File: src/rtl/core/periodic_oneshot_timer_table_unit_defines.svh
// assertion macros for the timer table
`ifndef PERIODIC_ONESHOT_TIMER_TABLE_UNIT_DEFINES_SVH
`define PERIODIC_ONESHOT_TIMER_TABLE_UNIT_DEFINES_SVH

// checked on every edge outside reset
`define POTMR_ASSERT(lbl, prop, msg) \
	lbl: assert property (@(posedge clk) disable iff (!arst_n) (prop)) else $error(msg);

// checked on every edge, reset included
`define POTMR_ASSERT_ALWAYS(lbl, prop, msg) \
	lbl: assert property (@(posedge clk) (prop)) else $error(msg);

`endif

File: src/rtl/core/potmr_pkg.sv
package potmr_pkg;

	localparam logic CMD_TICK = 1'b0;
	localparam logic CMD_REG  = 1'b1;

	localparam logic [1:0] KIND_FIRED = 2'd0;
	localparam logic [1:0] KIND_REGD  = 2'd1;
	localparam logic [1:0] KIND_FULL  = 2'd2;
	localparam logic [1:0] KIND_ZERO  = 2'd3;

	typedef struct packed {
		logic        cmd;
		logic [31:0] period;
		logic        oneshot;
		logic [3:0]  action;
		logic [15:0] tag;
	} req_t;

	typedef struct packed {
		logic [1:0]  kind;
		logic [3:0]  slot;
		logic [3:0]  fired_action;
		logic [15:0] fired_tag;
		logic        last;
	} rsp_t;

endpackage

File: src/rtl/core/potmr_ram.sv
module potmr_ram #(
	parameter int WIDTH = 85,
	parameter int DEPTH = 16
) (
	input  logic                     clk,
	input  logic                     we,
	input  logic [$clog2(DEPTH)-1:0] waddr,
	input  logic [WIDTH-1:0]         wdata,
	input  logic [$clog2(DEPTH)-1:0] raddr,
	output logic [WIDTH-1:0]         rdata
);

	logic [WIDTH-1:0] mem [DEPTH];

	always_ff @(posedge clk) begin
		if (we) begin
			mem[waddr] <= wdata;
		end
		rdata <= mem[raddr];
	end

endmodule

File: src/rtl/core/periodic_oneshot_timer_table_unit.sv
// timer table: slot state in one ram, live bits in flops
// register item: busy while the live bits are scanned, one live bit checked per cycle
// zero period register item: result next cycle, never busy
// tick item: busy for the whole walk, one ram read per slot, written back when live; fires follow one by one
// each result shows for one cycle after it is decided; the receiver cannot stall
// arst_n clears all live bits at once; no clearing pass
`include "periodic_oneshot_timer_table_unit_defines.svh"

module periodic_oneshot_timer_table_unit
	import potmr_pkg::*;
#(
	parameter int SLOTS      = 16,
	parameter int COUNT_BITS = 32
) (
	input  logic clk,
	input  logic arst_n,
	input  logic start,
	output logic busy,
	input  req_t req,
	output logic rsp_valid,
	output rsp_t rsp
);

	localparam int IDX_W = $clog2(SLOTS);
	localparam int CB    = COUNT_BITS;
	localparam int EW    = 2 * CB + 21;
	localparam int RLD_L = 21;
	localparam int REM_L = 21 + CB;
	localparam logic [31:0] CNT_MAX = 32'((64'd1 << COUNT_BITS) - 64'd1);
	localparam logic [IDX_W-1:0] LAST_IDX = IDX_W'(SLOTS - 1);

	localparam logic [1:0] ST_IDLE = 2'd0;
	localparam logic [1:0] ST_REG  = 2'd1;
	localparam logic [1:0] ST_TICK = 2'd2;

	typedef struct packed {
		logic [IDX_W-1:0] idx;
		logic [3:0]       action;
		logic [15:0]      tag;
	} pend_t;

	logic [1:0]       state_q;
	logic [SLOTS-1:0] live_q;
	logic [IDX_W-1:0] rd_idx_q;
	logic             rd_active_q;
	logic             valid_s2;
	logic [IDX_W-1:0] idx_s2;
	req_t             req_q;
	pend_t            pend_q;
	logic             pend_valid_q;
	rsp_t             rsp_q;
	logic             rsp_valid_q;

	logic             accept;
	logic             ram_we;
	logic [IDX_W-1:0] ram_waddr;
	logic [EW-1:0]    ram_wdata;
	logic [EW-1:0]    ram_rdata;
	logic [CB-1:0]    dec;
	logic             fire;
	logic             walk_done;
	logic             flush;
	logic             emit;
	rsp_t             emit_rsp;
	logic [31:0]      p_sat;
	logic [IDX_W+3:0] rd_idx_ext;
	logic [IDX_W+3:0] pend_idx_ext;

	assign busy      = state_q != ST_IDLE;
	assign accept    = start && !busy;
	assign rsp_valid = rsp_valid_q;
	assign rsp       = rsp_q;

	assign p_sat        = (req_q.period > CNT_MAX) ? CNT_MAX : req_q.period;
	assign rd_idx_ext   = {4'b0, rd_idx_q};
	assign pend_idx_ext = {4'b0, pend_q.idx};

	assign dec       = ram_rdata[REM_L +: CB] - CB'(1);
	assign fire      = state_q == ST_TICK && valid_s2 && live_q[idx_s2] && dec == '0;
	assign walk_done = state_q == ST_TICK && !rd_active_q && !valid_s2;
	assign flush     = walk_done && pend_valid_q;

	potmr_ram #(
		.WIDTH(EW),
		.DEPTH(SLOTS)
	) u_ram (
		.clk  (clk),
		.we   (ram_we),
		.waddr(ram_waddr),
		.wdata(ram_wdata),
		.raddr(rd_idx_q),
		.rdata(ram_rdata)
	);

	always_comb begin
		ram_we    = 1'b0;
		ram_waddr = rd_idx_q;
		ram_wdata = ram_rdata;
		emit      = 1'b0;
		emit_rsp  = '0;
		emit_rsp.last = 1'b1;
		case (state_q)
			ST_IDLE: begin
				if (accept && req.cmd == CMD_REG && req.period == '0) begin
					emit          = 1'b1;
					emit_rsp.kind = KIND_ZERO;
				end
			end
			ST_REG: begin
				if (!live_q[rd_idx_q]) begin
					ram_we        = 1'b1;
					ram_wdata     = {p_sat[CB-1:0], p_sat[CB-1:0], req_q.oneshot,
						req_q.action, req_q.tag};
					emit          = 1'b1;
					emit_rsp.kind = KIND_REGD;
					emit_rsp.slot = rd_idx_ext[3:0];
				end else if (rd_idx_q == LAST_IDX) begin
					emit          = 1'b1;
					emit_rsp.kind = KIND_FULL;
				end
			end
			ST_TICK: begin
				ram_waddr = idx_s2;
				ram_we    = valid_s2 && live_q[idx_s2];
				ram_wdata[REM_L +: CB] = (fire && !ram_rdata[20]) ?
					ram_rdata[RLD_L +: CB] : dec;
				if ((fire && pend_valid_q) || flush) begin
					emit                  = 1'b1;
					emit_rsp.kind         = KIND_FIRED;
					emit_rsp.slot         = pend_idx_ext[3:0];
					emit_rsp.fired_action = pend_q.action;
					emit_rsp.fired_tag    = pend_q.tag;
					emit_rsp.last         = flush;
				end
			end
			default: begin
			end
		endcase
	end

	always_ff @(posedge clk or negedge arst_n) begin
		if (!arst_n) begin
			state_q      <= ST_IDLE;
			live_q       <= '0;
			rd_idx_q     <= '0;
			rd_active_q  <= 1'b0;
			valid_s2     <= 1'b0;
			pend_valid_q <= 1'b0;
			rsp_valid_q  <= 1'b0;
		end else begin
			rsp_valid_q <= emit;
			case (state_q)
				ST_IDLE: begin
					rd_idx_q <= '0;
					if (accept) begin
						if (req.cmd == CMD_TICK) begin
							state_q     <= ST_TICK;
							rd_active_q <= 1'b1;
						end else if (req.period != '0) begin
							state_q <= ST_REG;
						end
					end
				end
				ST_REG: begin
					if (!live_q[rd_idx_q]) begin
						live_q[rd_idx_q] <= 1'b1;
						state_q          <= ST_IDLE;
					end else if (rd_idx_q == LAST_IDX) begin
						state_q <= ST_IDLE;
					end else begin
						rd_idx_q <= rd_idx_q + 1'b1;
					end
				end
				ST_TICK: begin
					valid_s2 <= rd_active_q;
					if (rd_active_q) begin
						if (rd_idx_q == LAST_IDX) begin
							rd_active_q <= 1'b0;
						end else begin
							rd_idx_q <= rd_idx_q + 1'b1;
						end
					end
					if (fire) begin
						pend_valid_q <= 1'b1;
						if (ram_rdata[20]) begin
							live_q[idx_s2] <= 1'b0;
						end
					end
					if (!rd_active_q && !valid_s2) begin
						pend_valid_q <= 1'b0;
						state_q      <= ST_IDLE;
					end
				end
				default: begin
					state_q <= ST_IDLE;
				end
			endcase
		end
	end

	always_ff @(posedge clk) begin
		if (accept) begin
			req_q <= req;
		end
		idx_s2 <= rd_idx_q;
		if (fire) begin
			pend_q.idx    <= idx_s2;
			pend_q.action <= ram_rdata[19:16];
			pend_q.tag    <= ram_rdata[15:0];
		end
		if (emit) begin
			rsp_q <= emit_rsp;
		end
	end

	`POTMR_ASSERT(a_accept_progress, accept |=> (busy || rsp_valid), "item not taken up")
	`POTMR_ASSERT(a_single_reply, (rsp_valid && rsp.kind != KIND_FIRED) |-> rsp.last, "reply not last")
	`POTMR_ASSERT(a_tick_ends, walk_done |=> (state_q == ST_IDLE && !pend_valid_q), "tick walk stuck")
	`POTMR_ASSERT_ALWAYS(a_idle_no_write, (state_q == ST_IDLE) |-> !ram_we, "ram written while idle")

endmodule

File: config.mk
export PLATFORM = sky130hd
export DESIGN_NAME = periodic_oneshot_timer_table_unit
export DESIGN_NICKNAME = d
export VERILOG_FILES = /design/src/rtl/core/potmr_pkg.sv /design/src/rtl/core/potmr_ram.sv /design/src/rtl/core/periodic_oneshot_timer_table_unit.sv
export VERILOG_INCLUDE_DIRS = /design/src /design/src/rtl/core
export SDC_FILE = /design/constraint.sdc
export NUM_CORES = 2
export LEC_CHECK = 0
export BUFFER_PORTS_ARGS = -buffer_cell sky130_fd_sc_hd__buf_4
export CORE_ASPECT_RATIO = 0.6
export CORE_UTILIZATION = 36
export CTS_CLUSTER_DIAMETER = 50
export DETAILED_ROUTE_END_ITERATION = 12
export SYNTH_ARGS = -nofsm -noshare
export SYNTH_HDL_FRONTEND = slang
export SYNTH_SLANG_ARGS = --single-unit
File: constraint.sdc
create_clock -name clk -period 6.18 [get_ports clk]
set_input_delay 0.618 -clock clk [delete_from_list [all_inputs] [get_ports clk]]
set_output_delay 0.618 -clock clk [all_outputs]
set_load 0.02 [all_outputs]
==> reports/summary.txt <==
HP Class = in -> reg
Vias in the first global route = 29460
RSZ-0062 raised after global routing = false
Final Hold Viols = 0
Syn nets = 2905
Post-CTS Resized = 0
Die Y = 320.2 um
Critical path launch point type = flop
Mapped Cells = 2838
Pre-CTS setup slack = 1.346 ns
Pwr Density = 459.0 nW/um2
Worst Reg-to-Reg Cells = 9
Reg-to-reg slack, setup = 1.16 ns
Drt first-iter violations = 3797
Relative slew slack = 11.18%
P&R area growth vs syn = 14.42%
Async set-reset flop share out of synthesis = 1.647%
Initial antenna violation count = 4
DP HPWL = 82.45 mm
Worst hold slack = 0.04675 ns
CP Capture Type = flop
VDD IR max = 0.3448 mV
I/O Pins = 86
Setup_tns = 0 ns
Layout cells sized above 1 = 27.71%
Fin worst setup slack = 1.163 ns
Worst-Margin Slew = 1.323 ns
GRT Util Overall = 17.78%
Worst R2R End = u_ram.mem[2][58]$_DFFE_PP_
RD Place Congestion = 0.8710
WL/cell = 28.34 um
FILL cells = 14500
Via density = 5.548
Post-Layout Inst Area = 69510 um2
Multi-input gate area = 13800 um2
Primary FF master, synth = edfxtp_1
Drc violations = 0
Max Slew Vio Count = 0
Starting Density = 36.33%
Fin crit share = 81.18%
Ys Warns = 0
Vias = 29790
# nets final = 3082
Chip Width = 532.3 um
Max Fclk = 0.1993 GHz
Total power = 31.90 mW
Global-route wire length before repair = 218.3 mm
Crit path DAT = 5.39 ns
Clock buffer depth = 4
Reg area = 46410 um2
Rows = 116
Post-Route WL = 152.2 mm
Drt pass-1 iters = 6
Final setup skew = 0.05415 ns
Pin count of the biggest net entering global routing = 140
WS Path Type = reg -> reg
Status = finished clean
GRT overflow = 0
Crit path time final = 5.017 ns
Worst-path clk slew = 0.07 ns
H-Tree Depth = 4
Hold Startpoint = req[49]
Post-CTS Setup Bufs = 0
MaxCap Viol Count = 0
Skew-Pair Late Insertion Delay = 0.80 ns
#FFs+latches synth = 1579
Clock root buffer master = clkbuf_16
ANT nets after route = 0
Seq/Total Area, Yosys = 76.37%
Placed Area = 64530 um2
Leak = 21.65 nW
Dpl cells = 5081
Cell Area, Synth = 60750 um2
CTS tree = built
Number of synthesized flops with an enable pin = 1464
Final setup viols = 0
Non-filler cells, final = 5369
Crit-path max FO = 27
Die area = 170400 um2
TritonCTS buffer count = 146
Avg Synthesized Cell Area = 21.41 um2
IO buf count = 85
Core area = 167200 um2
Worst r2r src = state_q[0]$_DFFE_PN0P_
Yosys cell types = 82
Hold Path Stages = 1
# clock sinks = 1579
Worst Hold End = req_q[49]$_DFFE_PP_
Final core occ = 41.57%
Required @ worst endpoint = 6.55 ns
## sequential cells by signal, indices dropped and copies added (netlist names)
name,flops
u_ram.mem,1360
u_ram.rdata,85
req_q,53
rsp,27
pend_q,20
live_q,16
idx_s2,4
pend_idx_ext,4
rd_idx_q,4
state_q,2
pend_valid_q,1
rd_active_q,1
rsp_valid,1
valid_s2,1
## final cells by class
| class | instances | area share [%] |
|---|---|---|
| antenna | 2 | 0.007200 |
| clock buffer | 196 | 5.775 |
| multi-input combinational | 1080 | 19.86 |
| tap | 2242 | 4.036 |
| clock inverter | 62 | 0.9738 |
| timing repair buffer | 187 | 2.463 |
| inverter | 21 | 0.1242 |
| sequential | 1579 | 66.76 |
## worst max-delay path, stage by stage, from the launching register on
cell and delay, ns:
dfrtp_1 0.41, inv_1 0.12, ha_2 0.55, nand3_1 0.15
a2111oi_0 0.98, o211ai_2 0.22, nor4_4 0.65, nand3b_1 0.17
buf_4 0.30, o21ai_1 1.05
## what timing repair did
item	in CTS	in global routing
hold buffers	28	0
hold endpoints to repair	53	0
setup endpoints to repair	0	0
## cells in the mapped netlist, types with 16 or more instances
master | instances | area (um2)
edfxtp_1 | 1464 | 43960
mux4_2 | 432 | 9729
nand2_1 | 192 | 720.7
clkbuf_1 | 110 | 412.9
dfxtp_1 | 89 | 1782
nor2_1 | 55 | 206.5
o21ai_0 | 43 | 215.2
nand3_1 | 32 | 160.2
dfrtp_1 | 26 | 650.6
buf_1 | 25 | 93.84
o21ai_1 | 23 | 115.1
and3b_1 | 21 | 183.9
inv_1 | 20 | 75.07
a21oi_1 | 17 | 85.08
buf_2 | 16 | 80.08
nor3_1 | 16 | 80.08
nor4_1 | 16 | 100.1
## power breakdown
part | switching [mW] | total (mW) | internal, mW
registers | 0.824 | 15.4 | 14.6
clock network | 3.93 | 9.03 | 5.10
logic | 4.85 | 7.47 | 2.62
total | 9.60 | 31.9 | 22.3
## cells in the final DEF, fill, tap and decap left out, types with 15 or more instances in the layout
cell type / synthesis / layout
edfxtp_1: 1464 / 1464
mux4_2: 432 / 432
nand2_1: 192 / 192
clkbuf_16: 0 / 148
buf_4: 3 / 140
dfxtp_1: 89 / 89
o21ai_0: 43 / 40
nor2_1: 55 / 38
clkbuf_1: 110 / 35
nand3_1: 32 / 32
dlygate4sd3_1: 0 / 28
o21ai_1: 23 / 26
dfrtp_1: 26 / 23
clkinv_2: 0 / 22
and3b_1: 21 / 21
inv_1: 20 / 20
buf_12: 0 / 19
nor2_4: 1 / 18
nor3_1: 16 / 16
a21oi_1: 17 / 16
nand4_1: 15 / 15
## per-layer routing
metal  track usage [%]  vias up  routed length (um)
met2             23.55     1432               61670
met5                 0        -                   9
met3             5.697      167               16350
li1                  -    12240                   -
met4             3.554        2                2653
met1             28.12    15940               71470
## cell families (layout without fill, tap and decap cells)
family,count (synthesis),in the layout,share of synthesized area (%)
muxes,444,444,16.23
DFF,1579,1579,76.37
xor gates and xnor gates,9,9,0.1421
other,0,2,0
adders and majority gates,10,10,0.2060
and+or+nand+nor,419,419,3.559
buffers and inverters,179,466,1.207
AOI/OAI and AO/OA,198,198,2.286
## worst max-delay path by stage
stage	cells after the start	endpoint	slack, ns	from
after floorplan	8	u_ram.mem[9][0]$_DFFE_PP_	-0.23	rd_idx_q[0]$_DFFE_PN0P_
after global placement	7	u_ram.mem[7][81]$_DFFE_PP_	1.48	rd_idx_q[0]$_DFFE_PN0P_
after CTS	9	u_ram.mem[0][58]$_DFFE_PP_	1.31	state_q[0]$_DFFE_PN0P_
final	9	u_ram.mem[2][58]$_DFFE_PP_	1.16	state_q[0]$_DFFE_PN0P_
after global routing	9	u_ram.mem[7][78]$_DFFE_PP_	0.94	state_q[0]$_DFFE_PN0P_
after detailed placement	9	u_ram.mem[4][58]$_DFFE_PP_	1.35	state_q[0]$_DFFE_PN0P_
(Power assumes the default switching activity.)
